`src/hdl/spn_pkg.sv`:
```
package spn_pkg;

  localparam int unsigned LAYER_ROUNDS = 28;
  localparam int unsigned CORE_ROUNDS  = 24;
  localparam int unsigned STAGES       = 2 * LAYER_ROUNDS + CORE_ROUNDS;
  localparam int unsigned RC_COUNT     = 28;
  localparam int unsigned KEY_COUNT    = 4;
  localparam int unsigned BLOCK_W      = 128;
  localparam int unsigned HALF_W       = 64;
  localparam int unsigned RED_W        = 5;
  localparam int unsigned CFG_IDX_W    = 3;
  localparam int unsigned SCHED_CNT_W  = 4;

  // index of the last keyless round before each chained round key
  localparam logic [1:0] KEYLESS_LAST = 2'd3;
  // last step of the chained schedule (three keys, four rounds each)
  localparam logic [SCHED_CNT_W-1:0] SCHED_LAST = 4'd11;

  // register indexes of the configuration port
  localparam logic [CFG_IDX_W-1:0] CFG_KEY_HIGH   = 3'd0;
  localparam logic [CFG_IDX_W-1:0] CFG_KEY_LOW    = 3'd1;
  localparam logic [CFG_IDX_W-1:0] CFG_SCHED_MODE = 3'd2;
  localparam logic [CFG_IDX_W-1:0] CFG_CIPHER_MODE = 3'd3;
  localparam logic [CFG_IDX_W-1:0] CFG_RED_ROUNDS = 3'd4;

  localparam logic [RED_W-1:0] RED_ROUNDS_RESET = 5'd28;

  localparam logic [3:0] LAYER_BOX [16] = '{
    4'h0, 4'h3, 4'h7, 4'he, 4'hd, 4'h4, 4'ha, 4'h9,
    4'hc, 4'hf, 4'h1, 4'h8, 4'hb, 4'h2, 4'h6, 4'h5
  };

  localparam logic [3:0] CORE_BOX [16] = '{
    4'h1, 4'h9, 4'h6, 4'hf, 4'h7, 4'hc, 4'h8, 4'h2,
    4'ha, 4'he, 4'hd, 4'h0, 4'h4, 4'h3, 4'hb, 4'h5
  };

  localparam logic [5:0] RC [RC_COUNT] = '{
    6'd1,  6'd3,  6'd7,  6'd15, 6'd31, 6'd62, 6'd61, 6'd59, 6'd55, 6'd47,
    6'd30, 6'd60, 6'd57, 6'd51, 6'd39, 6'd14, 6'd29, 6'd58, 6'd53, 6'd43,
    6'd22, 6'd44, 6'd24, 6'd48, 6'd33, 6'd2,  6'd5,  6'd11
  };

  localparam logic [6:0] PERM [BLOCK_W] = '{
    7'd0,   7'd33,  7'd66,  7'd99,  7'd96,  7'd1,   7'd34,  7'd67,
    7'd64,  7'd97,  7'd2,   7'd35,  7'd32,  7'd65,  7'd98,  7'd3,
    7'd4,   7'd37,  7'd70,  7'd103, 7'd100, 7'd5,   7'd38,  7'd71,
    7'd68,  7'd101, 7'd6,   7'd39,  7'd36,  7'd69,  7'd102, 7'd7,
    7'd8,   7'd41,  7'd74,  7'd107, 7'd104, 7'd9,   7'd42,  7'd75,
    7'd72,  7'd105, 7'd10,  7'd43,  7'd40,  7'd73,  7'd106, 7'd11,
    7'd12,  7'd45,  7'd78,  7'd111, 7'd108, 7'd13,  7'd46,  7'd79,
    7'd76,  7'd109, 7'd14,  7'd47,  7'd44,  7'd77,  7'd110, 7'd15,
    7'd16,  7'd49,  7'd82,  7'd115, 7'd112, 7'd17,  7'd50,  7'd83,
    7'd80,  7'd113, 7'd18,  7'd51,  7'd48,  7'd81,  7'd114, 7'd19,
    7'd20,  7'd53,  7'd86,  7'd119, 7'd116, 7'd21,  7'd54,  7'd87,
    7'd84,  7'd117, 7'd22,  7'd55,  7'd52,  7'd85,  7'd118, 7'd23,
    7'd24,  7'd57,  7'd90,  7'd123, 7'd120, 7'd25,  7'd58,  7'd91,
    7'd88,  7'd121, 7'd26,  7'd59,  7'd56,  7'd89,  7'd122, 7'd27,
    7'd28,  7'd61,  7'd94,  7'd127, 7'd124, 7'd29,  7'd62,  7'd95,
    7'd92,  7'd125, 7'd30,  7'd63,  7'd60,  7'd93,  7'd126, 7'd31
  };

  typedef struct packed {
    logic [HALF_W-1:0] plaintext_high;
    logic [HALF_W-1:0] plaintext_low;
  } in_t;

  typedef struct packed {
    logic [HALF_W-1:0] ciphertext_high;
    logic [HALF_W-1:0] ciphertext_low;
  } out_t;

  // per-stage round control
  typedef struct packed {
    logic       active;
    logic       core;
    logic [5:0] rc;
  } stage_ctl_t;

  // key schedule load request
  typedef struct packed {
    logic               start;
    logic               chain;
    logic [BLOCK_W-1:0] master;
  } ks_cfg_t;

  function automatic logic [BLOCK_W-1:0] substitute(input logic [BLOCK_W-1:0] st,
                                                    input logic core);
    logic [BLOCK_W-1:0] res;
    res = '0;
    for (int n = 0; n < BLOCK_W / 4; n++) begin
      res[4*n +: 4] = core ? CORE_BOX[st[4*n +: 4]] : LAYER_BOX[st[4*n +: 4]];
    end
    return res;
  endfunction

  function automatic logic [BLOCK_W-1:0] permute(input logic [BLOCK_W-1:0] st);
    logic [BLOCK_W-1:0] res;
    res = '0;
    for (int i = 0; i < BLOCK_W; i++) begin
      res[PERM[i]] = st[i];
    end
    return res;
  endfunction

  function automatic logic [BLOCK_W-1:0] keyless_round(input logic [BLOCK_W-1:0] st);
    logic [BLOCK_W-1:0] res;
    res = permute(substitute(st, 1'b0));
    res[BLOCK_W-1] = ~res[BLOCK_W-1];
    return res;
  endfunction

  function automatic logic [BLOCK_W-1:0] full_round(input logic [BLOCK_W-1:0] st,
                                                    input logic core,
                                                    input logic [5:0] rc,
                                                    input logic [BLOCK_W-1:0] key);
    logic [BLOCK_W-1:0] res;
    res = permute(substitute(st, core));
    res[BLOCK_W-1] = ~res[BLOCK_W-1];
    res[23] = res[23] ^ rc[5];
    res[19] = res[19] ^ rc[4];
    res[15] = res[15] ^ rc[3];
    res[11] = res[11] ^ rc[2];
    res[7]  = res[7]  ^ rc[1];
    res[3]  = res[3]  ^ rc[0];
    return res ^ key;
  endfunction

endpackage

```
`src/hdl/spn_key_sched.sv`:
```
module spn_key_sched (
  input  logic                                         clk_i,
  input  logic                                         rst_ni,
  input  spn_pkg::ks_cfg_t                             cfg_i,
  output logic [spn_pkg::KEY_COUNT-1:0][spn_pkg::BLOCK_W-1:0] rk_o,
  output logic                                         busy_o
);

  logic [spn_pkg::KEY_COUNT-1:0][spn_pkg::BLOCK_W-1:0] rk_q;
  logic [spn_pkg::BLOCK_W-1:0]     st_q, st_d;
  logic [spn_pkg::SCHED_CNT_W-1:0] cnt_q;
  logic                            busy_q;

  assign st_d = spn_pkg::keyless_round(st_q);

  always_ff @(posedge clk_i or negedge rst_ni) begin
    if (!rst_ni) begin
      rk_q   <= '0;
      cnt_q  <= '0;
      busy_q <= 1'b0;
    end else if (cfg_i.start) begin
      for (int k = 0; k < spn_pkg::KEY_COUNT; k++) begin
        rk_q[k] <= cfg_i.master;
      end
      cnt_q  <= '0;
      busy_q <= cfg_i.chain;
    end else if (busy_q) begin
      cnt_q <= cnt_q + 1'b1;
      // every fourth keyless round yields the next key
      if (cnt_q[1:0] == spn_pkg::KEYLESS_LAST) begin
        rk_q[cnt_q[3:2] + 2'd1] <= st_d;
      end
      if (cnt_q == spn_pkg::SCHED_LAST) begin
        busy_q <= 1'b0;
      end
    end
  end

  // chaining state, no reset needed
  always_ff @(posedge clk_i) begin
    if (cfg_i.start) begin
      st_q <= cfg_i.master;
    end else if (busy_q) begin
      st_q <= st_d;
    end
  end

  assign rk_o   = rk_q;
  assign busy_o = busy_q;

endmodule

```
`config.mk`:
```
export PLATFORM = sky130hd
export DESIGN_NAME = spn_key_sched
export DESIGN_NICKNAME = d
export VERILOG_FILES = /design/src/hdl/spn_pkg.sv /design/src/hdl/spn_key_sched.sv
export SDC_FILE = /design/constraint.sdc
export NUM_CORES = 1
export LEC_CHECK = 0
export ABC_AREA = 0
export ABC_CLOCK_PERIOD_IN_PS = 4050
export BUFFER_PORTS_ARGS = -buffer_cell sky130_fd_sc_hd__buf_4
export CORE_MARGIN = 2
export CORE_UTILIZATION = 30
export DETAILED_ROUTE_END_ITERATION = 10
export SLEW_MARGIN = 20
export SYNTH_ARGS = -nofsm -noshare
export SYNTH_HDL_FRONTEND = slang
export SYNTH_SLANG_ARGS = --single-unit
```
`constraint.sdc`:
```
create_clock -name clk_i -period 4.05 [get_ports clk_i]
set_input_delay 0.2025 -clock clk_i [delete_from_list [all_inputs] [get_ports clk_i]]
set_output_delay 0.2025 -clock clk_i [all_outputs]
set_load 0.02 [all_outputs]
```
== Word-level counts from Yosys, hierarchy flattened ==
Memory sizes are Yosys's and may differ from the RTL's.
Cells that the tools add are included.
Storage, ports and cells
  register bits after elaboration: 645
  ROM bits: 2048
  input bits: 132
  output and inout bits: 513
  memories: 32
Operators by class
  add/subtract/negate cells: 2
  $lt $le $gt $ge: 34
  equality and inequality tests: 2
  multiplexer cells: 77
  bitwise logic cells: 33
  reduce and logical (&&, ||, !) cells: 4
Memory list
  (no name shown): depth 16, width 4, read ports 1, clocked after Yosys merged registers in 0, write ports 0, line spn_pkg.sv:92  | res[4*n +: 4] = core ? CORE_BOX[st[4*n +: 4]] : LAYER_BOX[st[4*n +: 4]];
  (no name shown): depth 16, width 4, read ports 1, clocked after Yosys merged registers in 0, write ports 0, line spn_pkg.sv:92
  (no name shown): depth 16, width 4, read ports 1, clocked after Yosys merged registers in 0, write ports 0, line spn_pkg.sv:92
  (no name shown): depth 16, width 4, read ports 1, clocked after Yosys merged registers in 0, write ports 0, line spn_pkg.sv:92
  (no name shown): depth 16, width 4, read ports 1, clocked after Yosys merged registers in 0, write ports 0, line spn_pkg.sv:92
  (no name shown): depth 16, width 4, read ports 1, clocked after Yosys merged registers in 0, write ports 0, line spn_pkg.sv:92
  +26 memories
Operator list (count)
  two-way mux 512 bit: 3
  bitwise mux 512 bit: 1
  two-way mux 128 bit: 3
  two-way mux 4 bit: 66
  demux 128 bit (select 2 bit): 1
  >= comparator 5 bit, second input constant: 32
  NOT 4 -> 5 bit: 32
  adder 4 x 1 -> 4 bit, second input constant: 1
  equality test 4 bit, second input constant: 1
  nonzero test 2 bit: 2
  < comparator 2 x 3 -> 1 bit, second input constant: 1
  two-way mux 1 bit: 3
  adder 2 x 1 -> 2 bit, second input constant: 1
  equality test 2 bit, second input constant: 1
  >= comparator 2 x 1 -> 1 bit, second input constant: 1
  AND reduction 2 bit: 1
  logical AND 1 bit: 1
  NOT 1 bit: 1

== Logic depth before layout (Yosys ltp) ==
Gate-level depths: netlist of run 1.
  depth in word-level cells: 9
  gate-level depth with buffers: 8
  depth with buffers taken out: 4

== Least setup slack after synthesis of run 1 ==
Ideal clock, no wire load.
  path kind: input port to flip-flop
  from: in cfg_i[129] (netlist name)
  to: reg st_q[0] (netlist name), enable pin
  setup time: 0.433 ns
  data arrival time: 2.435 ns
  data required time: 3.617 ns
  slack: 1.182 ns
  cell stages on the path: 5
  buffers on the path: 4
  cells stage by stage: buf_6 buf_6 buf_2 buf_2 or2_2
On the way
  word-level cells in the longest chain between the ends: 1
RTL lines
  start: declaration: line spn_key_sched.sv:4  | input spn_pkg::ks_cfg_t cfg_i,
  nonzero test 2 bit (no source line)
  end signal: assignment: line spn_key_sched.sv:42  | st_q <= cfg_i.master;
  end signal: assignment: line spn_key_sched.sv:44  | st_q <= st_d;
  end: declaration: line spn_key_sched.sv:10  | logic [spn_pkg::BLOCK_W-1:0] st_q, st_d;
No other way between the ends.
A chain may end at the register's enable or synchronous reset.

== Final worst setup path of run 1 ==
  from: reg cnt_q[0] (netlist name)
  to: reg rk_q, in the netlist rk_o[225]
On the way
  word-level cells in the longest chain between the ends: 3
RTL lines
  start: declaration: line spn_key_sched.sv:11  | logic [spn_pkg::SCHED_CNT_W-1:0] cnt_q;
  start signal: assignment: line spn_key_sched.sv:28  | cnt_q <= cnt_q + 1'b1;
  equality test 2 bit: line spn_key_sched.sv:30  | if (cnt_q[1:0] == spn_pkg::KEYLESS_LAST) begin
  nonzero test 2 bit (no source line)
  AND reduction 2 bit (no source line)
  end signal: indexed assignment: line spn_key_sched.sv:23  | rk_q[k] <= cfg_i.master;
  end signal: indexed assignment: line spn_key_sched.sv:31  | rk_q[cnt_q[3:2] + 2'd1] <= st_d;
  end: declaration: line spn_key_sched.sv:9  | logic [spn_pkg::KEY_COUNT-1:0][spn_pkg::BLOCK_W-1:0] rk_q;
No other way between the ends.

==> metrics, run 1 <==
HP Class=in -> reg; most frequent cell after synthesis=dfrtp_1; critical path, cell by cell=ha_1, a31o_4, buf_4, mux2_2; synth top area cells=dfrtp_1 49%, edfxtp_1 15%, a21oi_1 5.2%; TritonCTS Buffers=75; MaxCap Viol Count=0; post-synthesis compound-gate area fraction=a little over an eighth; initial antenna violation count=25; Site Rows=109; library cells used by synthesis=35; die width=roughly 300 µm; reg2reg start=cnt_q[0]; run status=completed; Tmin final=around 2600 ps; area grow syn2layout=34.9%; CP max FO=35; Yosys top cell area share=48.8%; Hold-fix buffers, CTS=18; Resize count post-CTS=0; hold_sp=cfg_i[94]; CTS tree=built; Hold Path Sink=st_q[94]; syn nets=around 2,500; number of global-route vias before repair=approximately 19,000; post-DP HPWL=around 80 mm; clock slew at reported path FFs=60 ps; Slew headroom=between 20% and 30%; Residual DRC=0; setup bufs post-CTS=0; Worst-Margin Slew=around 1100 ps; post-synthesis simple-gate area fraction=under 10%; Register-to-Register Path Depth=4; via count=20,529; Post-Synthesis Cell Area=0.0265 mm²; pwr dens=753 mW/mm²; Post-DP Area=0.0331 mm²; drt initial violations=approximately 1,600; post-synthesis mux area share=under 10%; slowest CP cell=ha_1; fin area=approximately 0.036 mm²; WL/cell=24.5 µm; fmax=387 MHz; RSZ-0062 raised after global routing=false; XOR/XNOR share of the synthesized area=2.28%; cell type with the highest aggregate area in the netlist=dfrtp_1; max-slew violation count=0; CP bufs+invs=1; critical path capture point type=flop; clock sink total=645; CP top delay family=adder cells; Final ANT Viol Nets=0; share of layout cells above drive strength 1=between 30% and 40%; fin crit share=between 60% and 70%; ys flop type=dfrtp_1; clk_skew=23.7 ps; crit-path max cell delay=around 600 ps; ys async rst share=between 80% and 90%; RD Place Congestion=0.812; largest family of logic cells by synthesized area=compound AO/OA/AOI/OAI gates; global-route wire length before repair=between 100 and 150 mm; GRT Total Usage=between 20 and 25%; R2R setup slack=around 1500 ps; Post-Syn Instances=around 2,300; height of the die=301 µm; worst vdd ir=between 0.4 and 0.5 mV; yosys warns=0; Commonest cells post-synth=517 x dfrtp_1, 314 x nor2_1, 278 x a21oi_1, 158 x nand2_1, 155 x o21ai_0; number of enable flip-flop cells after synthesis=roughly 130; register bit total from synthesis=between 600 and 700; Fin. Hold Viols=0; Syn Area/Cell=around 11 µm²; Die Footprint=0.0907 mm²; CP arrival=between 3000 and 4000 ps; critical path class=reg -> reg; nets@finish=between 3,000 and 4,000; Static Leak=between 0.015 and 0.02 µW; Final Setup Violations=0; post-synthesis sequential area ratio=around 63%; drt total wl=between 100 and 150 mm; worst endpoint required time=about 4600 ps; area of the core=a little under 0.09 mm²; worst hold path depth=3; clock buffer depth=3; Worst Setup Start Kind=flop; RR Endpoint=rk_o[225]; htree depth=3; DR pass1 iterations=5; I/O pins=645; post-DR vias/cell=4.83; initial core utilization=approximately 30%; IO buf count=~640; largest net degree at the start of global routing=123; Root Buffer=clkbuf_16; Clk Latency, worst-skew pair=630 ps; grt ovf=0; Setup TNS=0 ps; Synth Area in Adders=less than 1%
## routing by layer
metal  wire length, µm  global-route usage, %
met5               162                      0
met4              2700                   6.59
met3              7930                   6.20
met2             50000                   36.5
met1             43200                   28.9
## worst max path at each step
stage / start / to / slack [ps] / cells past startpoint
after floorplan: cfg_i[129] / st_q[0] / 1180 / 5
after global placement: cnt_q[0] / rk_o[172] / 1500 / 5
after detailed placement: cnt_q[0] / rk_o[225] / 1480 / 4
after CTS: cnt_q[0] / rk_o[225] / 1450 / 4
after global routing: cnt_q[0] / rk_o[172] / 1300 / 6
final: cnt_q[0] / rk_o[225] / 1470 / 4
## through the flow
stage / instances / util, % / setup slack, ps / hold slack (ps) / total power (µW)
2_1_floorplan: 2337 / - / 1180 / -93.1 / 14900
5_1_grt: 4243 / 40.6 / 1300 / 20.6 / 28200
6_report: 4249 / 40.7 / 1470 / 19.6 / 26900
4_1_cts: 4237 / 40.6 / 1450 / 3.26 / 27200
3_5_place_dp: 4085 / 37.6 / 1480 / 416 / 20300
3_3_place_gp: 4085 / 37.6 / 1500 / 417 / 20200
## area by class of cell
type,instances,area (µm²)
clock inverters,24,205
clock buffers,110,2240
fillers,8472,52200
flip-flops and latches,645,16800
multi-input cells,1401,8600
well taps,1165,1460
diodes,11,27.5
repair buffers,765,5970
inverters,128,480
## registers in the layout, indices dropped and copies added, names as in the netlist
register	count
rk_o	512
st_q	128
cnt_q	4
busy_o	1
## kinds of logic (layout without fill, tap and decap cells)
family / Yosys count / count (layout)
DFF: 645 / 645
and+or+nand+nor: 549 / 549
AOI/OAI and AO/OA: 591 / 591
xor gates and xnor gates: 69 / 69
muxes: 191 / 191
other: 0 / 11
adders and majority gates: 1 / 1
buffers and inverters: 291 / 1027
## power breakdown
part           internal (µW)  leakage [µW]  switching, µW  total, µW
clock network           3930       0.00121           2850       6780
registers               8720       0.00734           1520      10200
logic                   3860       0.00735           6050       9910
## layout by cell type (no fill, tap or decap), types with 2 or more instances in the layout
| master | n |
|---|---|
| a21boi_0 | 11 |
| a31o_4 | 3 |
| buf_8 | 2 |
| clkbuf_8 | 15 |
| a21oi_1 | 278 |
| dlygate4sd3_1 | 18 |
| a31oi_4 | 3 |
| a221oi_1 | 57 |
| a221oi_2 | 5 |
| inv_1 | 128 |
| xnor2_1 | 67 |
| a221o_1 | 21 |
| nor2_1 | 314 |
| clkinv_2 | 12 |
| a222oi_1 | 11 |
| dfrtp_1 | 517 |
| nor3_1 | 30 |
| clkinv_8 | 3 |
| a2111oi_0 | 42 |
| buf_4 | 732 |
| xor2_1 | 2 |
| mux2i_1 | 67 |
| nand2_1 | 158 |
| inv_6 | 3 |
| nor2b_1 | 34 |
| buf_12 | 12 |
| diode_2 | 11 |
| nand2b_1 | 11 |
| edfxtp_1 | 128 |
| o21ai_1 | 2 |
| mux2_1 | 43 |
| clkbuf_16 | 79 |
| o21ai_0 | 155 |
| mux2_2 | 81 |
| clkbuf_1 | 16 |
| clkinv_4 | 3 |
## tightest hold or removal path: cells and delay by family
family | cells | cell delay, ps
buffers and inverters | 2 | 190
multiplexers | 1 | 150
No activity file was read; power rests on OpenSTA's default activity.
==> inputs of run 2 (changes only) <==
--- a/config.mk
+++ b/config.mk
@@ -6,7 +6,7 @@
 export NUM_CORES = 1
 export LEC_CHECK = 0
 export ABC_AREA = 0
-export ABC_CLOCK_PERIOD_IN_PS = 4050
+export ABC_CLOCK_PERIOD_IN_PS = 2170
 export BUFFER_PORTS_ARGS = -buffer_cell sky130_fd_sc_hd__buf_4
 export CORE_MARGIN = 2
 export CORE_UTILIZATION = 30
==> constraint.sdc (replaced) <==
create_clock -name clk_i -period 2.17 [get_ports clk_i]
set_input_delay 0.1085 -clock clk_i [delete_from_list [all_inputs] [get_ports clk_i]]
set_output_delay 0.1085 -clock clk_i [all_outputs]
set_load 0.02 [all_outputs]
==> metrics, run 2 (synthesis results as in run 1) <==
run status=completed; Final WS setup=217 ps (-1250 ps); Post-Place Setup Slack=147 ps (-1330 ps); drt total wl=104 mm (-0.13%); WL/cell=23.4 µm (-4.3%); HP Class=in -> reg; Fin. Hold Viols=0 (unchanged); most frequent cells in the layout=815 x buf_4, 517 x dfrtp_1, 314 x nor2_1, 278 x a21oi_1, 158 x nand2_1; fmax=512 MHz (+32%); GRT Total Usage=22.3% (about the same); via count=21,244 (+3.5%); Tmin final=1950 ps (-628 ps); DR pass1 iterations=6 (+1); Worst-Margin Slew=690 ps (-426 ps); critical path, cell by cell=nor2b_1, a31o_4, buf_12, buf_4, nor2_1, a21oi_1; critical path capture point type=flop; max-slew violation count=0 (unchanged); area of the core=0.0880 mm² (unchanged); height of the die=301 µm (unchanged); nets@finish=3,328 (+5.7%); post-DR vias/cell=4.79 (-0.86%); fin crit share=90.0% (+26 points); post-DP HPWL=79.4 mm (+1.6%); Setup TNS=0 ps (unchanged); htree depth=3 (unchanged); Pwr Total=51,500 µW (+91%); MaxCap Viol Count=0 (unchanged); initial core utilization=30.1% (unchanged); CP top delay family=flip-flops; RD Place Congestion=0.840 (+3.4%); Die Footprint=0.0907 mm² (unchanged); CP max FO=22 (-37%); Root Buffer=clkbuf_16; Site Rows=109 (unchanged); Final ANT Viol Nets=0 (unchanged); clk_skew=28.1 ps (+4.42 ps); clock slew at reported path FFs=60 ps (about the same); number of global-route vias before repair=20,608 (+6.8%); Slew headroom=54.0% (+28 points); area grow syn2layout=41.7%; IO buf count=644 (unchanged); Resize count post-CTS=0 (unchanged); placed cell count=4,186 (+2.5%); CTS tree=built; largest net degree at the start of global routing=73 (-41%); worst vdd ir=0.788 mV (+75%); clock buffer depth=3 (unchanged); die width=301 µm (unchanged); max reg flops=512 (unchanged); Worst Setup Start Kind=flop; worst endpoint required time=2700 ps (-1850 ps); Static Leak=0.0168 µW (+5.7%); I/O pins=645 (unchanged); slowest CP cell=dfrtp_1; CP arrival=2480 ps (-600 ps); CP bufs+invs=2 (+1); Finished Layout Cells=4,435 (+4.4%); most common cell after layout, fill and taps aside=buf_4; global-route wire length before repair=146 mm (+0.70%); Final Setup Violations=0 (unchanged); TritonCTS Buffers=76 (+1.3%); clock sink total=645 (unchanged); share of layout cells above drive strength 1=32.7% (+1.4 points); RSZ-0062 raised after global routing=false; drt initial violations=1,392 (-11%); crit-path max cell delay=540 ps (-60 ps); Residual DRC=0 (unchanged); Clk Latency, worst-skew pair=620 ps (about the same); grt ovf=0 (unchanged); pwr dens=1370 mW/mm² (+82%); initial antenna violation count=27 (+8.0%); critical path class=reg -> reg
[run 2: repair_timing]
item	CTS	global route
hold buffers	96	0
buffers inserted	0	0
endpoints found under the hold margin	771	0
[run 2: power breakdown]
group | internal, µW | switching (µW)
clock network | 7500 | 5370
registers | 16300 | 2860
logic | 8010 | 11500
total | 31800 | 19700
[run 2: worst paths after layout]
path | from | end | slack, ps | cells after the start
min reg2reg | rk_o[83] | rk_o[83] | 480 | 2
max in group asynchronous | rst_ni | rk_o[250] | 1280 | 3
min in group asynchronous | rst_ni | rk_o[426] | 90 | 2
max | cnt_q[2] | rk_o[378] | 220 | 6
min | cfg_i[62] | st_q[62] | 30 | 4
max reg2reg | cnt_q[2] | rk_o[378] | 220 | 6
[run 2: final cells by class]
cell class	count	area [µm²]
fillers	8502	50400
flip-flops and latches	645	16800
multi-input cells	1401	8590
repair buffers	943	7710
clock buffers	101	2110
well taps	1165	1460
inverters	128	480
clock inverters	37	394
diodes	15	37.5
[run 2: through the flow]
stage	area, µm²	util (%)	hold WS, ps
floorplan	26500	-	-187
global placement	34100	38.7	141
detailed placement	34100	38.7	143
CTS	37500	42.7	1.39
global route	37500	42.7	14.0
finish	37600	42.7	30.3
[run 2: worst min-delay path: stages]
cell and delay [ps]:
buf_4 90, a221oi_1 100, buf_4 180, inv_1 50
[run 2: routing by layer]
layer | GRT usage, % | part of all wire (%) | up-vias
met1 | 27.9 | 41 | 10433
li1 | - | - | 9879
met4 | 8.92 | 3.7 | 16
met2 | 36.8 | 48 | 747
met3 | 5.77 | 7.5 | 169
met5 | 0 | 0.090 | -
==> inputs of run 3 (changes only) <==
--- a/config.mk
+++ b/config.mk
@@ -11,6 +11,7 @@
 export CORE_MARGIN = 2
 export CORE_UTILIZATION = 30
 export DETAILED_ROUTE_END_ITERATION = 10
+export SETUP_SLACK_MARGIN = 0.4
 export SLEW_MARGIN = 20
 export SYNTH_ARGS = -nofsm -noshare
 export SYNTH_HDL_FRONTEND = slang
==> metrics, run 3 (synthesis results as in run 1) <==
TritonCTS Buffers=75 (-1.3%); most frequent cells in the layout=808 x buf_4, 514 x dfrtp_1, 312 x nor2_1, 278 x a21oi_1, 158 x nand2_1; run status=completed; grt ovf=0 (unchanged); Worst Setup Start Kind=flop; WL/cell=24.5 µm (+4.8%); number of global-route vias before repair=20,264 (-1.7%); RR Endpoint=rk_o[203]; DR pass1 iterations=8 (+2); fin crit share=84.0% (-6.1 points); IO buf count=644 (unchanged); Static Leak=0.0173 µW (+2.7%); Min Hold Slack=2.49 ps (-27.8 ps); clk_skew=13.6 ps (-14.5 ps); RD Place Congestion=0.821 (-2.2%); initial core utilization=30.1% (unchanged); Site Rows=109 (unchanged); reg2reg start=st_q[36]; via count=21,677 (+2.0%); hold_sp=cfg_i[21]; nets@finish=3,341 (+0.39%); CP arrival=2350 ps (-130 ps); largest net degree at the start of global routing=67 (-8.2%); post-DR vias/cell=4.88 (+1.9%); pwr dens=1360 mW/mm² (-0.67%); max reg flops=512 (unchanged); I/O pins=645 (unchanged); Register-to-Register Path Depth=6 (unchanged); GRT Total Usage=22.4% (+0.070 points); R2R setup slack=350 ps (+130 ps); htree depth=3 (unchanged); MaxCap Viol Count=0 (unchanged); drt total wl=109 mm (+5.0%); critical path class=reg -> reg; area of the core=0.0880 mm² (unchanged); max-slew violation count=0 (unchanged); drt initial violations=1,450 (+4.2%); Final ANT Viol Nets=0 (unchanged); Worst-Margin Slew=523 ps (-167 ps); worst hold path depth=2 (-2); HP Class=in -> reg; clock sink total=645 (unchanged); post-DP HPWL=79.2 mm (-0.21%); Clk Latency, worst-skew pair=620 ps (about the same); Fin. Hold Viols=0 (unchanged); clock slew at reported path FFs=60 ps (about the same); CTS tree=built; Residual DRC=0 (unchanged); Hold Path Sink=st_q[21]; clock buffer depth=3 (unchanged); CP max FO=7 (-68%); Tmin final=1820 ps (-131 ps); final core occ=43.8% (+1.1 points); area grow syn2layout=45.3%; Die Footprint=0.0907 mm² (unchanged); Final Setup Violations=0 (unchanged); fmax=549 MHz (+7.2%); die width=301 µm (unchanged); Root Buffer=clkbuf_16; initial antenna violation count=27 (unchanged); critical path capture point type=flop; worst vdd ir=0.974 mV (+24%); share of layout cells above drive strength 1=35.0% (+2.3 points); Setup TNS=0 ps (unchanged); Slew headroom=64.2% (+10 points); worst endpoint required time=2700 ps (about the same); global-route wire length before repair=146 mm (+0.29%); height of the die=301 µm (unchanged); most common cell after layout, fill and taps aside=buf_4; RSZ-0062 raised after global routing=true
==> run 3: what timing repair did <==
| item | 4_1_cts | 5_1_grt |
|---|---|---|
| pin swaps | 2 | 7 |
| buffers inserted | 6 | 22 |
| gates cloned | 1 | 11 |
| setup endpoints to repair | 353 | 225 |
| hold buffers | 94 | 4 |
| hold endpoints to repair | 816 | 5 |
| resized for setup | 29 | 51 |
==> run 3: worst max-delay path by stage <==
stage                endpoint  cells after the start        from  slack, ps
CTS                  st_q[96]                      4     st_q[5]        390
detailed placement  rk_o[162]                      6  cfg_i[129]        100
floorplan             st_q[0]                      2      busy_o        190
finish              rk_o[203]                      6    st_q[36]        350
global placement    rk_o[162]                      6  cfg_i[129]        120
global route        rk_o[203]                      6    st_q[36]        240
==> run 3: per-layer routing <==
layer  vias up  share of wire [%]  global-route usage, %
li1       9904                  -                      -
met1     10801                 42                   28.4
met2       773                 48                   36.7
met3       179                7.1                   5.75
met4        20                3.4                   8.54
met5         -               0.12                      0
==> run 3: report_power, final <==
group	internal, µW	total [µW]	switching (µW)
Sequential	16300	19200	2930
Clock	8050	13400	5350
Combinational	8200	19900	11700
Total	32500	52500	19900
==> run 3: stage by stage <==
step	worst slack, ps	area [µm²]	std cells	total power (µW)
after global routing	243	38500	4441	54900
after global placement	125	33900	4158	38100
after CTS	390	37700	4395	52300
final	348	38500	4442	52500
after floorplan	187	26500	2337	27800
after detailed placement	100	33900	4158	38400
==> run 3: layout make-up <==
type,instances,area (µm²)
inverter,128,480
clock inverter,32,367
fill,8347,49500
clock buffer,104,2260
antenna,10,25.0
tap,1165,1460
multi-input combinational,1401,8950
timing repair buffer,957,8180
sequential,645,16800
==> run 3: critical path: stages (launching register included) <==
cell,delay (ps)
edfxtp_1,530
nor2_1,110
a2111oi_0,450
a221oi_1,120
buf_4,180
buf_4,160
o21ai_0,180
