==> src/hdl/spn_pkg.sv <==
package spn_pkg;

  localparam int unsigned LAYER_ROUNDS = 28;
  localparam int unsigned CORE_ROUNDS  = 24;
  localparam int unsigned STAGES       = 2 * LAYER_ROUNDS + CORE_ROUNDS;
  localparam int unsigned RC_COUNT     = 28;
  localparam int unsigned KEY_COUNT    = 4;
  localparam int unsigned BLOCK_W      = 128;
  localparam int unsigned HALF_W       = 64;
  localparam int unsigned RED_W        = 5;
  localparam int unsigned CFG_IDX_W    = 3;
  localparam int unsigned SCHED_CNT_W  = 4;

  // index of the last keyless round before each chained round key
  localparam logic [1:0] KEYLESS_LAST = 2'd3;
  // last step of the chained schedule (three keys, four rounds each)
  localparam logic [SCHED_CNT_W-1:0] SCHED_LAST = 4'd11;

  // register indexes of the configuration port
  localparam logic [CFG_IDX_W-1:0] CFG_KEY_HIGH   = 3'd0;
  localparam logic [CFG_IDX_W-1:0] CFG_KEY_LOW    = 3'd1;
  localparam logic [CFG_IDX_W-1:0] CFG_SCHED_MODE = 3'd2;
  localparam logic [CFG_IDX_W-1:0] CFG_CIPHER_MODE = 3'd3;
  localparam logic [CFG_IDX_W-1:0] CFG_RED_ROUNDS = 3'd4;

  localparam logic [RED_W-1:0] RED_ROUNDS_RESET = 5'd28;

  localparam logic [3:0] LAYER_BOX [16] = '{
    4'h0, 4'h3, 4'h7, 4'he, 4'hd, 4'h4, 4'ha, 4'h9,
    4'hc, 4'hf, 4'h1, 4'h8, 4'hb, 4'h2, 4'h6, 4'h5
  };

  localparam logic [3:0] CORE_BOX [16] = '{
    4'h1, 4'h9, 4'h6, 4'hf, 4'h7, 4'hc, 4'h8, 4'h2,
    4'ha, 4'he, 4'hd, 4'h0, 4'h4, 4'h3, 4'hb, 4'h5
  };

  localparam logic [5:0] RC [RC_COUNT] = '{
    6'd1,  6'd3,  6'd7,  6'd15, 6'd31, 6'd62, 6'd61, 6'd59, 6'd55, 6'd47,
    6'd30, 6'd60, 6'd57, 6'd51, 6'd39, 6'd14, 6'd29, 6'd58, 6'd53, 6'd43,
    6'd22, 6'd44, 6'd24, 6'd48, 6'd33, 6'd2,  6'd5,  6'd11
  };

  localparam logic [6:0] PERM [BLOCK_W] = '{
    7'd0,   7'd33,  7'd66,  7'd99,  7'd96,  7'd1,   7'd34,  7'd67,
    7'd64,  7'd97,  7'd2,   7'd35,  7'd32,  7'd65,  7'd98,  7'd3,
    7'd4,   7'd37,  7'd70,  7'd103, 7'd100, 7'd5,   7'd38,  7'd71,
    7'd68,  7'd101, 7'd6,   7'd39,  7'd36,  7'd69,  7'd102, 7'd7,
    7'd8,   7'd41,  7'd74,  7'd107, 7'd104, 7'd9,   7'd42,  7'd75,
    7'd72,  7'd105, 7'd10,  7'd43,  7'd40,  7'd73,  7'd106, 7'd11,
    7'd12,  7'd45,  7'd78,  7'd111, 7'd108, 7'd13,  7'd46,  7'd79,
    7'd76,  7'd109, 7'd14,  7'd47,  7'd44,  7'd77,  7'd110, 7'd15,
    7'd16,  7'd49,  7'd82,  7'd115, 7'd112, 7'd17,  7'd50,  7'd83,
    7'd80,  7'd113, 7'd18,  7'd51,  7'd48,  7'd81,  7'd114, 7'd19,
    7'd20,  7'd53,  7'd86,  7'd119, 7'd116, 7'd21,  7'd54,  7'd87,
    7'd84,  7'd117, 7'd22,  7'd55,  7'd52,  7'd85,  7'd118, 7'd23,
    7'd24,  7'd57,  7'd90,  7'd123, 7'd120, 7'd25,  7'd58,  7'd91,
    7'd88,  7'd121, 7'd26,  7'd59,  7'd56,  7'd89,  7'd122, 7'd27,
    7'd28,  7'd61,  7'd94,  7'd127, 7'd124, 7'd29,  7'd62,  7'd95,
    7'd92,  7'd125, 7'd30,  7'd63,  7'd60,  7'd93,  7'd126, 7'd31
  };

  typedef struct packed {
    logic [HALF_W-1:0] plaintext_high;
    logic [HALF_W-1:0] plaintext_low;
  } in_t;

  typedef struct packed {
    logic [HALF_W-1:0] ciphertext_high;
    logic [HALF_W-1:0] ciphertext_low;
  } out_t;

  // per-stage round control
  typedef struct packed {
    logic       active;
    logic       core;
    logic [5:0] rc;
  } stage_ctl_t;

  // key schedule load request
  typedef struct packed {
    logic               start;
    logic               chain;
    logic [BLOCK_W-1:0] master;
  } ks_cfg_t;

  function automatic logic [BLOCK_W-1:0] substitute(input logic [BLOCK_W-1:0] st,
                                                    input logic core);
    logic [BLOCK_W-1:0] res;
    res = '0;
    for (int n = 0; n < BLOCK_W / 4; n++) begin
      res[4*n +: 4] = core ? CORE_BOX[st[4*n +: 4]] : LAYER_BOX[st[4*n +: 4]];
    end
    return res;
  endfunction

  function automatic logic [BLOCK_W-1:0] permute(input logic [BLOCK_W-1:0] st);
    logic [BLOCK_W-1:0] res;
    res = '0;
    for (int i = 0; i < BLOCK_W; i++) begin
      res[PERM[i]] = st[i];
    end
    return res;
  endfunction

  function automatic logic [BLOCK_W-1:0] keyless_round(input logic [BLOCK_W-1:0] st);
    logic [BLOCK_W-1:0] res;
    res = permute(substitute(st, 1'b0));
    res[BLOCK_W-1] = ~res[BLOCK_W-1];
    return res;
  endfunction

  function automatic logic [BLOCK_W-1:0] full_round(input logic [BLOCK_W-1:0] st,
                                                    input logic core,
                                                    input logic [5:0] rc,
                                                    input logic [BLOCK_W-1:0] key);
    logic [BLOCK_W-1:0] res;
    res = permute(substitute(st, core));
    res[BLOCK_W-1] = ~res[BLOCK_W-1];
    res[23] = res[23] ^ rc[5];
    res[19] = res[19] ^ rc[4];
    res[15] = res[15] ^ rc[3];
    res[11] = res[11] ^ rc[2];
    res[7]  = res[7]  ^ rc[1];
    res[3]  = res[3]  ^ rc[0];
    return res ^ key;
  endfunction

endpackage

==> src/hdl/spn_stage.sv <==
module spn_stage (
  input  logic                        clk_i,
  input  logic                        rst_ni,
  input  logic                        adv_i,
  input  logic                        valid_i,
  input  logic [spn_pkg::BLOCK_W-1:0] data_i,
  input  spn_pkg::stage_ctl_t         ctl_i,
  input  logic [spn_pkg::BLOCK_W-1:0] key_i,
  output logic                        valid_o,
  output logic [spn_pkg::BLOCK_W-1:0] data_o
);

  logic                        valid_q;
  logic [spn_pkg::BLOCK_W-1:0] data_q, data_d;

  // skipped rounds pass the state through untouched
  assign data_d = ctl_i.active ? spn_pkg::full_round(data_i, ctl_i.core, ctl_i.rc, key_i)
                               : data_i;

  always_ff @(posedge clk_i or negedge rst_ni) begin
    if (!rst_ni) begin
      valid_q <= 1'b0;
    end else if (adv_i) begin
      valid_q <= valid_i;
    end
  end

  always_ff @(posedge clk_i) begin
    if (adv_i) begin
      data_q <= data_d;
    end
  end

  assign valid_o = valid_q;
  assign data_o  = data_q;

endmodule
==> config.mk <==
export PLATFORM = sky130hd
export DESIGN_NAME = spn_stage
export DESIGN_NICKNAME = d
export VERILOG_FILES = /design/src/hdl/spn_pkg.sv /design/src/hdl/spn_stage.sv
export SDC_FILE = /design/constraint.sdc
export NUM_CORES = 1
export LEC_CHECK = 0
export BUFFER_PORTS_ARGS = -buffer_cell sky130_fd_sc_hd__buf_2
export CORE_MARGIN = 4
export CORE_UTILIZATION = 45
export CTS_CLUSTER_DIAMETER = 100
export DETAILED_ROUTE_END_ITERATION = 12
export PLACE_DENSITY = 0.73
export SETUP_SLACK_MARGIN = 0.5
export SLEW_MARGIN = 10
export SYNTH_ARGS = -nofsm -noshare
export SYNTH_HDL_FRONTEND = slang
export SYNTH_SLANG_ARGS = --single-unit
export TNS_END_PERCENT = 20
==> constraint.sdc <==
create_clock -name clk_i -period 0.8 [get_ports clk_i]
set_input_delay 0.04 -clock clk_i [delete_from_list [all_inputs] [get_ports clk_i]]
set_output_delay 0.04 -clock clk_i [all_outputs]
set_load 0.05 [all_outputs]
# == Yosys cells after proc, flatten, opt, wreduce, memory -nomap -nowiden ==
# Memory sizes are Yosys's and may differ from the RTL's.
# Cells that the tools add are included.
# op_classes
n_addsub,0
n_mul,0
div,0
magnitude_cmp,32
n_eq_ne,0
n_shift,0
muxes,161
n_bitwise,40
reduce_logical,0
# ops
operator,count
4-bit two-way mux,160
"5-bit greater-or-equal comparator, second input constant",32
4-bit NOT with 5-bit output,32
128-bit two-way mux,1
128-bit bitwise XOR,1
1-bit bitwise XOR,6
1-bit NOT,1
# word_totals
register_bits,129
latchBits,0
ram_bits,0
mem_bits_ro,4096
input_bits,268
out_inout_bits,129
memories,64
# memory_table
name,depth,width,rd,rd_clocked_by_memory_dff,write_ports,line,text
(no name shown),16,4,1,0,0,spn_pkg.sv:92,res[4*n +: 4] = core ? CORE_BOX[st[4*n +: 4]] : LAYER_BOX[st[4*n +: 4]];
(no name shown),16,4,1,0,0,spn_pkg.sv:92,
(no name shown),16,4,1,0,0,spn_pkg.sv:92,
(no name shown),16,4,1,0,0,spn_pkg.sv:92,
(no name shown),16,4,1,0,0,spn_pkg.sv:92,
(no name shown),16,4,1,0,0,spn_pkg.sv:92,
58 more memories,-,-,-,-,-,-,

# == Logic depth before layout (Yosys ltp) ==
# Gate-level depths: netlist of run 1.
# logic_depth
word_depth,8
depth_mapped,9
depth_no_buf,5

# == Worst setup path before layout of run 1 ==
# No wires, ideal clock.
# synth_path
path_type,input-to-reg
from,in data_i[115] in the netlist's numbering
to,"reg data_q, in the netlist data_o[127] (data pin)"
t_arrival_ns,1.268
required_time_ns,0.540
setup_slack_ns,-0.728
cell_stages,6
n_path_buf,1
path_cell_list,clkbuf_1 or3b_2 a21oi_1 nor4_2 xnor2_1 mux2_2
# synth_between
elab_chain_len,8
elab_cells_between_ends,11
cone_classes,mux (6); bitwise (3); memory (2)
# synth_lines
element,line,text
"start, declared",spn_stage.sv:6,"input logic [spn_pkg::BLOCK_W-1:0] data_i,"
4-bit NOT with 5-bit output (implied by the code) (*),spn_pkg.sv:92,
memory read 16 x 4 bit,-,
4-bit two-way mux (implied by the code) (2 in a row),spn_pkg.sv:92,
4-bit two-way mux (*),spn_pkg.sv:92,
1-bit NOT (*),spn_pkg.sv:119,res[BLOCK_W-1] = ~res[BLOCK_W-1];
128-bit bitwise XOR (*),spn_pkg.sv:126,return res ^ key;
128-bit two-way mux (*),spn_stage.sv:17,"assign data_d = ctl_i.active ? spn_pkg::full_round(data_i, ctl_i.core, ctl_i.rc, key_i)"
"via data_d, one bit",spn_stage.sv:14,"logic [spn_pkg::BLOCK_W-1:0] data_q, data_d;"
"end signal, assigned",spn_stage.sv:30,data_q <= data_d;
"end, declared",spn_stage.sv:14,
# Mark *: on every way through the listed nets, which the timed path passes. The rest lies on a longest branch. The select of a mux whose other input is x is not followed.
# A chain may end at the register's enable or synchronous reset.

# == Worst setup path after layout of run 1 ==
# layout_path
from,in ctl_i[6] in the netlist's numbering
to,"reg data_q, in the netlist data_o[97] (data pin)"
# layout_between
elab_chain_len,3
# layout_lines
element,line,text
"start, declared",spn_stage.sv:7,"input spn_pkg::stage_ctl_t ctl_i,"
4-bit two-way mux,spn_pkg.sv:92,
128-bit bitwise XOR,spn_pkg.sv:126,
128-bit two-way mux,spn_stage.sv:17,
"via data_d, one bit",spn_stage.sv:14,
# The timed path passes the listed nets, and every way through them passes these cells.

==> flow_results.xml, run 1 <==
<?xml version="1.0" encoding="UTF-8"?>
<metrics>
  <group name="run_status">
    <metric name="run_status" unit="">complete, but fails checks</metric>
    <metric name="failed_checks" unit="">hold timing, setup timing</metric>
  </group>
  <group name="synthesis">
    <metric name="synth_top_family_by_area" unit="">simple AND/OR/NAND/NOR gates</metric>
    <metric name="number_of_standard_cells_after_synthesis" unit="">1617</metric>
    <metric name="synth-edff-count" unit="">128</metric>
    <metric name="ys.warnings.count" unit="">0</metric>
    <metric name="synth.net_count" unit="">1885</metric>
    <metric name="synth-xor-area-share" unit="">0.164</metric>
    <metric name="synth_seq_cells" unit="">129</metric>
    <metric name="ys.flop_type" unit="">sky130_fd_sc_hd__edfxtp_1</metric>
    <metric name="post_synthesis_instance_area" unit="um2">14100</metric>
    <metric name="synth_compound_area_frac" unit="">0.180</metric>
    <metric name="synth-seq-area-share" unit="">0.275</metric>
    <metric name="syn_area_per_cell" unit="um2">8.72</metric>
    <metric name="postSynth.asyncResetShare" unit="">0.00775</metric>
    <metric name="synth_fa_ha_area_frac" unit="">0</metric>
    <metric name="simple_gate_fraction_of_synth_area" unit="">0.188</metric>
    <metric name="synthMuxAreaShare" unit="">0.116</metric>
    <metric name="synthDistinctLibCells" unit="">55</metric>
  </group>
  <group name="grt">
    <metric name="grt_pass1_wl" unit="mm">86.7</metric>
    <metric name="gr-total-overflow" unit="">0</metric>
    <metric name="maximum_number_of_pins_on_one_net_before_global_route_repair" unit="">36</metric>
    <metric name="number_of_antenna_violations_at_the_first_check_in_global_routing" unit="">7</metric>
    <metric name="gr-usage-all-layers" unit="">0.325</metric>
    <metric name="grt_pass1_vias" unit="">15800</metric>
  </group>
  <group name="cts">
    <metric name="hold_buffers" unit="">1</metric>
    <metric name="clock-sinks" unit="">129</metric>
    <metric name="htree_levels" unit="">4</metric>
    <metric name="clock_latency_of_the_later_clocked_register_in_the_worst_skew_pair" unit="ns">0.45</metric>
    <metric name="tritoncts.num_buffers" unit="">17</metric>
    <metric name="path_clk_slew" unit="ns">0.06</metric>
    <metric name="library_cell_used_as_clock_root_buffer" unit="">sky130_fd_sc_hd__clkbuf_16</metric>
    <metric name="clock_tree_from_tritoncts" unit="">built</metric>
    <metric name="cts_buffer_depth" unit="">2</metric>
  </group>
  <group name="routing">
    <metric name="dr.pass1.iters" unit="">6</metric>
    <metric name="detailedRoute.firstIterationViolations" unit="">1453</metric>
    <metric name="drtAntennaViolNets" unit="">0</metric>
    <metric name="route.detailed.wl_per_inst" unit="um">23.5</metric>
    <metric name="num_vias" unit="">16500</metric>
    <metric name="drt_drc_violations_left" unit="">0</metric>
    <metric name="ratio_of_routed_vias_to_standard_cells" unit="">6.00</metric>
    <metric name="detail_route.wirelength" unit="mm">64.5</metric>
  </group>
  <group name="timing">
    <metric name="final_max_slew_viol_count" unit="">0</metric>
    <metric name="final-setup-viol-count" unit="">246</metric>
    <metric name="fin_setup_tns" unit="ns">-57.23</metric>
    <metric name="rsz0062_at_grt" unit="">yes</metric>
    <metric name="max_freq" unit="MHz">811</metric>
    <metric name="slew_at_the_pin_closest_to_its_max_slew_limit" unit="ns">0.619</metric>
    <metric name="period_needed" unit="ns">1.23</metric>
    <metric name="final.period_utilization" unit="">1.54</metric>
    <metric name="timing.final.ws_setup" unit="ns">-0.433</metric>
    <metric name="hold_viol_final" unit="">21</metric>
    <metric name="hold_slack" unit="ns">-0.155</metric>
    <metric name="fin_skew" unit="ns">0</metric>
    <metric name="maxSlewHeadroom" unit="">0.587</metric>
  </group>
  <group name="floorplanning">
    <metric name="top_level_ports" unit="">397</metric>
    <metric name="die_h" unit="um">185</metric>
    <metric name="rows" unit="">64</metric>
    <metric name="fp.dieArea" unit="um2">34200</metric>
    <metric name="initial_utilization" unit="">0.458</metric>
    <metric name="placeableCoreArea" unit="um2">30700</metric>
    <metric name="dieWidth" unit="um">185</metric>
  </group>
  <group name="setup_path">
    <metric name="critical_path_required" unit="ns">1.00</metric>
    <metric name="critical_path_cell_by_cell" unit="">buf_16 &gt; buf_6 &gt; buf_12 &gt; buf_16 &gt; nor2b_4 &gt; o21ai_1 &gt; o22ai_1 &gt; xor2_1 &gt; a21oi_1</metric>
    <metric name="r2r_slack" unit="ns">0.01</metric>
    <metric name="worst_r2r_endpoint" unit="">valid_o$_DFFE_PN0P_</metric>
    <metric name="crit_top_cell" unit="">sky130_fd_sc_hd__buf_16</metric>
    <metric name="worst-path-max-fanout" unit="">7</metric>
    <metric name="critPathLaunchType" unit="">primary input</metric>
    <metric name="worstRegToRegCells" unit="">1</metric>
    <metric name="critical_path.endpoint" unit="">data_o[97]$_DFFE_PP_</metric>
    <metric name="critPathKind" unit="">in -&gt; reg</metric>
    <metric name="critPathLaunch" unit="">ctl_i[6]</metric>
    <metric name="crit_path_max_incr_delay" unit="ns">0.30</metric>
    <metric name="worst_path_max_delay_cell" unit="">sky130_fd_sc_hd__xor2_1</metric>
    <metric name="type_of_destination_of_the_critical_path" unit="">register</metric>
    <metric name="crit_arrival" unit="ns">1.43</metric>
    <metric name="r2r-start" unit="">valid_o$_DFFE_PN0P_</metric>
  </group>
  <group name="power">
    <metric name="intPower" unit="uW">21300</metric>
    <metric name="leakage" unit="uW">0.0104</metric>
    <metric name="pwr-share-clk" unit="">0.230</metric>
    <metric name="worst_case_vdd_ir_drop" unit="mV">1.54</metric>
    <metric name="switchingPower" unit="uW">13400</metric>
    <metric name="pwr-share-comb" unit="">0.509</metric>
    <metric name="power_density" unit="nW/um2">1420</metric>
    <metric name="power.switching_fraction" unit="">0.386</metric>
    <metric name="power.share.sequential" unit="">0.261</metric>
  </group>
  <group name="place">
    <metric name="place.detailed.hpwl" unit="mm">39.6</metric>
    <metric name="numPortBuffers" unit="">396</metric>
    <metric name="dp_slack" unit="ns">-1.16</metric>
    <metric name="routabilityCongestion" unit="">0.895</metric>
    <metric name="placed_cells" unit="">2607</metric>
  </group>
  <group name="layout">
    <metric name="post_route_cells_drive_above_1_share" unit="">0.536</metric>
    <metric name="area_growth_syn_to_layout" unit="%">73.0</metric>
    <metric name="postLayoutCoreUtil" unit="">0.793</metric>
    <metric name="instances_no_fill" unit="">2751</metric>
    <metric name="final_net_count" unit="">2605</metric>
  </group>
  <group name="job">
    <metric name="max-cap-violations" unit="">0</metric>
  </group>
  <group name="worst_hold_path">
    <metric name="worst_hold_path_type" unit="">in -&gt; reg</metric>
  </group>
</metrics>
-- metal layers --
metal,wire length [um],part of all wire,track usage,vias up
met5,47,0.00073,0,-
met4,3710,0.057,0.150,8
met2,31800,0.49,0.560,990
met1,23500,0.36,0.388,7989
met3,5470,0.085,0.0672,263
li1,-,-,-,7257
-- worst min-delay path by stage --
stage                     endpoint  cells past startpoint     from
2_1_floorplan  valid_o$_DFFE_PN0P_                      0   rst_ni
3_3_place_gp   valid_o$_DFFE_PN0P_                      1   rst_ni
3_5_place_dp   valid_o$_DFFE_PN0P_                      1   rst_ni
4_1_cts        valid_o$_DFFE_PN0P_                      2  valid_i
5_1_grt        valid_o$_DFFE_PN0P_                      2  valid_i
6_report       valid_o$_DFFE_PN0P_                      2  valid_i
-- power groups by stage --
stage	sequential (uW)	combinational [uW]	clock (uW)
2_1_floorplan	11800	5780	0
3_3_place_gp	8960	13000	0
3_5_place_dp	8950	13300	0
4_1_cts	8960	15700	8020
5_1_grt	9080	18400	8300
6_report	9050	17600	7980
-- critical path, delay by kind of cell --
kind / cells / cell delay (ns)
compound gates: 3 / 0.44
xor+xnor: 1 / 0.30
buf+inv: 4 / 0.50
simple gates: 1 / 0.16
-- area by class of cell --
cell class	instances	area (um2)
sequential	129	3870
timing repair inverter	1	16.3
clock buffer	17	425
multi-input combinational	1258	11100
timing repair buffer	882	8160
fill	1738	6360
inverter	48	200
antenna	6	15.0
clock inverter	14	143
tap	396	495
-- per-stage QoR --
stage	area, um2	total power [uW]
after floorplan	14500	17600
after global placement	19000	22000
after detailed placement	19000	22300
after CTS	22700	32700
after global routing	24400	35800
final	24400	34700
-- cell families (layout without fill, tap and decap cells) --
logic type,Yosys count,count (layout)
simple gates,429,429
compound gates,408,408
xor+xnor,264,264
buf+inv,230,962
mux,157,157
flops,129,129
other cells,0,6
-- cells in the mapped netlist, drive strengths merged (10+ instances only) --
library cell    n  share of area
nor4           10         0.0089
nor3b          31          0.017
o211ai         23          0.012
a31oi          26          0.012
nand2b         49          0.022
or3b           26          0.016
a211o          14         0.0087
mux2i         105          0.075
buf           110          0.045
a2111oi        16          0.010
o31ai          12         0.0064
xor2           85          0.053
inv            48          0.013
edfxtp        128           0.27
nor2           71          0.019
nor2b          62          0.028
clkbuf         72          0.019
nor4bb         12         0.0085
nand3b         27          0.014
and2           15         0.0067
and3           15         0.0067
mux2           52          0.042
a21oi         127          0.045
and3b          16         0.0099
xnor2         179           0.11
o22ai          17         0.0075
nand2          72          0.019
a211oi         10         0.0053
o21ai         110          0.039
-- flip-flops by register name (all words and copies together), names as in the netlist --
| register | count |
|---|---|
| data_o | 128 |
| valid_o | 1 |
-- what timing repair did --
item,CTS,global route
setup endpoints to repair,373,378
hold endpoints to repair,43,13
gates resized for setup,594,387
pin swaps,189,150
buffers inserted,58,25
cloned,19,4
-- placed cells by master (no fill, tap or decap), drive strengths merged, types with 7 or more instances in the layout --
cell type  count
o31ai         12
nor3b         31
nor2          71
and3          15
edfxtp       128
buf          869
mux2          52
nor4bb        12
o31a           8
nand4          8
nor2b         62
nand4b         7
o311ai         7
nand2b        49
o211ai        23
a2111oi       16
xnor2        179
and3b         16
inv           49
clkbuf        28
o221ai         8
o21ai        110
a21oi        127
a211oi        10
and2          15
nand3b        27
o22ai         17
nor4          10
nand2         72
a221oi         8
a31oi         26
mux2i        105
xor2          85
a211o         14
o21bai         7
or3b          26
No activity file was read; power rests on OpenSTA's default activity.
==> inputs of run 2 (changes only) <==
--- a/config.mk
+++ b/config.mk
@@ -6,7 +6,7 @@
 export NUM_CORES = 1
 export LEC_CHECK = 0
 export BUFFER_PORTS_ARGS = -buffer_cell sky130_fd_sc_hd__buf_2
-export CORE_MARGIN = 4
+export CORE_MARGIN = 2
 export CORE_UTILIZATION = 45
 export CTS_CLUSTER_DIAMETER = 100
 export DETAILED_ROUTE_END_ITERATION = 12
==> run 2 against run 1 <==
The flow still finishes with violations (hold timing, setup timing). Count of clock-buffer cells in the layout increased by 3. Routed wire length increased by 0.68%. Non-clock buffer count decreased by 16. Total power increased by 1.3%. Clock skew unchanged.
==> flow_results.xml, run 2 (same netlist as run 1, synthesis figures left out) <==
<?xml version="1.0" encoding="UTF-8"?>
<metrics>
  <group name="setup_path">
    <metric name="critical_path_required" unit="ns">1.00</metric>
    <metric name="critPathLaunchType" unit="">primary input</metric>
    <metric name="type_of_destination_of_the_critical_path" unit="">register</metric>
    <metric name="worst-path-max-fanout" unit="">8</metric>
    <metric name="crit_arrival" unit="ns">1.42</metric>
    <metric name="critPathKind" unit="">in -&gt; reg</metric>
  </group>
  <group name="run_status">
    <metric name="failed_checks" unit="">hold timing, setup timing</metric>
    <metric name="run_status" unit="">complete, but fails checks</metric>
  </group>
  <group name="power">
    <metric name="power_density" unit="nW/um2">1440</metric>
    <metric name="pwr-share-comb" unit="">0.506</metric>
    <metric name="power.switching_fraction" unit="">0.386</metric>
    <metric name="intPower" unit="uW">21600</metric>
    <metric name="worst_case_vdd_ir_drop" unit="mV">1.43</metric>
    <metric name="power.share.sequential" unit="">0.258</metric>
    <metric name="switchingPower" unit="uW">13500</metric>
    <metric name="leakage" unit="uW">0.0103</metric>
    <metric name="pwr-share-clk" unit="">0.237</metric>
  </group>
  <group name="layout">
    <metric name="summed_area_of_non_filler_cells_in_the_final_layout" unit="um2">24300</metric>
    <metric name="leading_cell_types_in_the_layout_fill_and_taps_excluded" unit="">377 x sky130_fd_sc_hd__buf_4, 207 x sky130_fd_sc_hd__buf_6, 185 x sky130_fd_sc_hd__buf_2</metric>
    <metric name="leading_cell_type_in_the_layout_fill_and_taps_excluded" unit="">sky130_fd_sc_hd__buf_4</metric>
    <metric name="largest_register_ff_count" unit="">128</metric>
    <metric name="post_route_cells_drive_above_1_share" unit="">0.541</metric>
    <metric name="area_growth_syn_to_layout" unit="%">72.5</metric>
    <metric name="final_net_count" unit="">2588</metric>
    <metric name="postLayoutCoreUtil" unit="">0.791</metric>
    <metric name="fillerInstances" unit="">1720</metric>
  </group>
  <group name="place">
    <metric name="numPortBuffers" unit="">396</metric>
    <metric name="place.detailed.hpwl" unit="mm">38.5</metric>
    <metric name="placed_area" unit="um2">19100</metric>
    <metric name="routabilityCongestion" unit="">0.914</metric>
  </group>
  <group name="floorplanning">
    <metric name="placeableCoreArea" unit="um2">30700</metric>
    <metric name="dieWidth" unit="um">181</metric>
    <metric name="rows" unit="">64</metric>
    <metric name="initial_utilization" unit="">0.458</metric>
    <metric name="die_h" unit="um">181</metric>
    <metric name="top_level_ports" unit="">397</metric>
    <metric name="fp.dieArea" unit="um2">32800</metric>
  </group>
  <group name="grt">
    <metric name="gr-total-overflow" unit="">0</metric>
    <metric name="grt_pass1_wl" unit="mm">87.9</metric>
    <metric name="maximum_number_of_pins_on_one_net_before_global_route_repair" unit="">36</metric>
    <metric name="grt_pass1_vias" unit="">15900</metric>
    <metric name="number_of_antenna_violations_at_the_first_check_in_global_routing" unit="">12</metric>
    <metric name="gr-usage-all-layers" unit="">0.345</metric>
  </group>
  <group name="routing">
    <metric name="dr.pass1.iters" unit="">6</metric>
    <metric name="drt_drc_violations_left" unit="">0</metric>
    <metric name="num_vias" unit="">16600</metric>
    <metric name="ratio_of_routed_vias_to_standard_cells" unit="">6.07</metric>
    <metric name="route.detailed.wl_per_inst" unit="um">23.7</metric>
    <metric name="detailedRoute.firstIterationViolations" unit="">1504</metric>
    <metric name="drtAntennaViolNets" unit="">0</metric>
    <metric name="detail_route.wirelength" unit="mm">65.0</metric>
  </group>
  <group name="timing">
    <metric name="fin_setup_tns" unit="ns">-58.34</metric>
    <metric name="rsz0062_at_grt" unit="">yes</metric>
    <metric name="timing.final.ws_setup" unit="ns">-0.419</metric>
    <metric name="maxSlewHeadroom" unit="">0.594</metric>
    <metric name="hold_slack" unit="ns">-0.169</metric>
    <metric name="max_freq" unit="MHz">821</metric>
    <metric name="slew_at_the_pin_closest_to_its_max_slew_limit" unit="ns">0.608</metric>
    <metric name="hold_viol_final" unit="">18</metric>
    <metric name="final.period_utilization" unit="">1.52</metric>
    <metric name="final_max_slew_viol_count" unit="">0</metric>
    <metric name="final-setup-viol-count" unit="">251</metric>
    <metric name="period_needed" unit="ns">1.22</metric>
    <metric name="fin_skew" unit="ns">0</metric>
  </group>
  <group name="cts">
    <metric name="clock_tree_from_tritoncts" unit="">built</metric>
    <metric name="path_clk_slew" unit="ns">0.07</metric>
    <metric name="clock_latency_of_the_later_clocked_register_in_the_worst_skew_pair" unit="ns">0.45</metric>
    <metric name="htree_levels" unit="">4</metric>
    <metric name="library_cell_used_as_clock_root_buffer" unit="">sky130_fd_sc_hd__clkbuf_16</metric>
    <metric name="tritoncts.num_buffers" unit="">17</metric>
    <metric name="clock-sinks" unit="">129</metric>
    <metric name="cts_buffer_depth" unit="">2</metric>
    <metric name="hold_buffers" unit="">1</metric>
  </group>
  <group name="job">
    <metric name="max-cap-violations" unit="">0</metric>
  </group>
  <group name="worst_hold_path">
    <metric name="worst_hold_path_type" unit="">in -&gt; reg</metric>
  </group>
</metrics>
-- run 2: cell types whose count changed in the layout (fill, tap and decap cells not counted), moves of 8 or more --
cell | before | now
sky130_fd_sc_hd__xor2_2 | 16 | 24
sky130_fd_sc_hd__buf_2 | 193 | 185
sky130_fd_sc_hd__mux2_2 | 31 | 41
sky130_fd_sc_hd__o21ai_2 | 28 | 38
sky130_fd_sc_hd__mux2_4 | 21 | 11
sky130_fd_sc_hd__buf_12 | 41 | 31
sky130_fd_sc_hd__o21ai_1 | 43 | 23
-- run 2: critical path, stage by stage --
cell	delay (ns)
sky130_fd_sc_hd__buf_16	0.16
sky130_fd_sc_hd__buf_8	0.15
sky130_fd_sc_hd__buf_6	0.12
sky130_fd_sc_hd__mux2i_1	0.08
sky130_fd_sc_hd__a2111oi_2	0.39
sky130_fd_sc_hd__a31oi_2	0.11
sky130_fd_sc_hd__xnor2_1	0.24
sky130_fd_sc_hd__a21oi_1	0.11
-- run 2: final cells by class --
| cell class | instances | area [um2] | share of cell area |
|---|---|---|---|
| well taps | 396 | 495 | 0.0204 |
| flip-flops and latches | 129 | 3870 | 0.159 |
| diodes | 11 | 27.5 | 0.00113 |
| clock buffers | 20 | 437 | 0.0180 |
| repair buffers | 866 | 7940 | 0.327 |
| clock inverters | 12 | 141 | 0.00582 |
| multi-input cells | 1258 | 11200 | 0.461 |
| inverters | 48 | 200 | 0.00824 |
-- run 2: metal layers --
layer	track usage	wire [um]
met3	0.0917	6470
met1	0.395	22600
met2	0.592	31500
met5	0	26
met4	0.176	4340
-- run 2: worst paths after layout --
path                                     start                   end  slack (ns)  depth (start not counted)
min                                    valid_i   valid_o$_DFFE_PN0P_       -0.17                          2
max                                   ctl_i[6]  data_o[41]$_DFFE_PP_       -0.42                          8
min in group asynchronous               rst_ni   valid_o$_DFFE_PN0P_       -0.10                          2
min reg2reg                valid_o$_DFFE_PN0P_   valid_o$_DFFE_PN0P_        0.54                          1
max reg2reg                valid_o$_DFFE_PN0P_   valid_o$_DFFE_PN0P_        0.04                          1
max in group asynchronous               rst_ni   valid_o$_DFFE_PN0P_        0.82                          2
-- run 2: power by group through the flow --
stage | sequential [uW] | clock [uW] | combinational, uW
global route | 9090 | 8540 | 18400
detailed placement | 8930 | 0 | 13300
finish | 9050 | 8300 | 17700
floorplan | 11800 | 0 | 5780
global placement | 8940 | 0 | 13000
CTS | 9020 | 8240 | 16000
-- run 2: per-stage QoR --
step	instances	total power (uW)	setup slack [ns]
global placement	2613	21900	-0.946
global route	2736	36100	-0.403
floorplan	1617	17600	-0.626
finish	2740	35100	-0.419
CTS	2713	33200	-0.401
detailed placement	2613	22300	-1.02
-- run 2: what timing repair did --
item	4_1_cts	5_1_grt
gates cloned	23	1
pin swaps	152	126
hold endpoints to repair	44	15
gates resized for setup	613	317
setup buffers	44	15
endpoints found under the setup margin	353	375
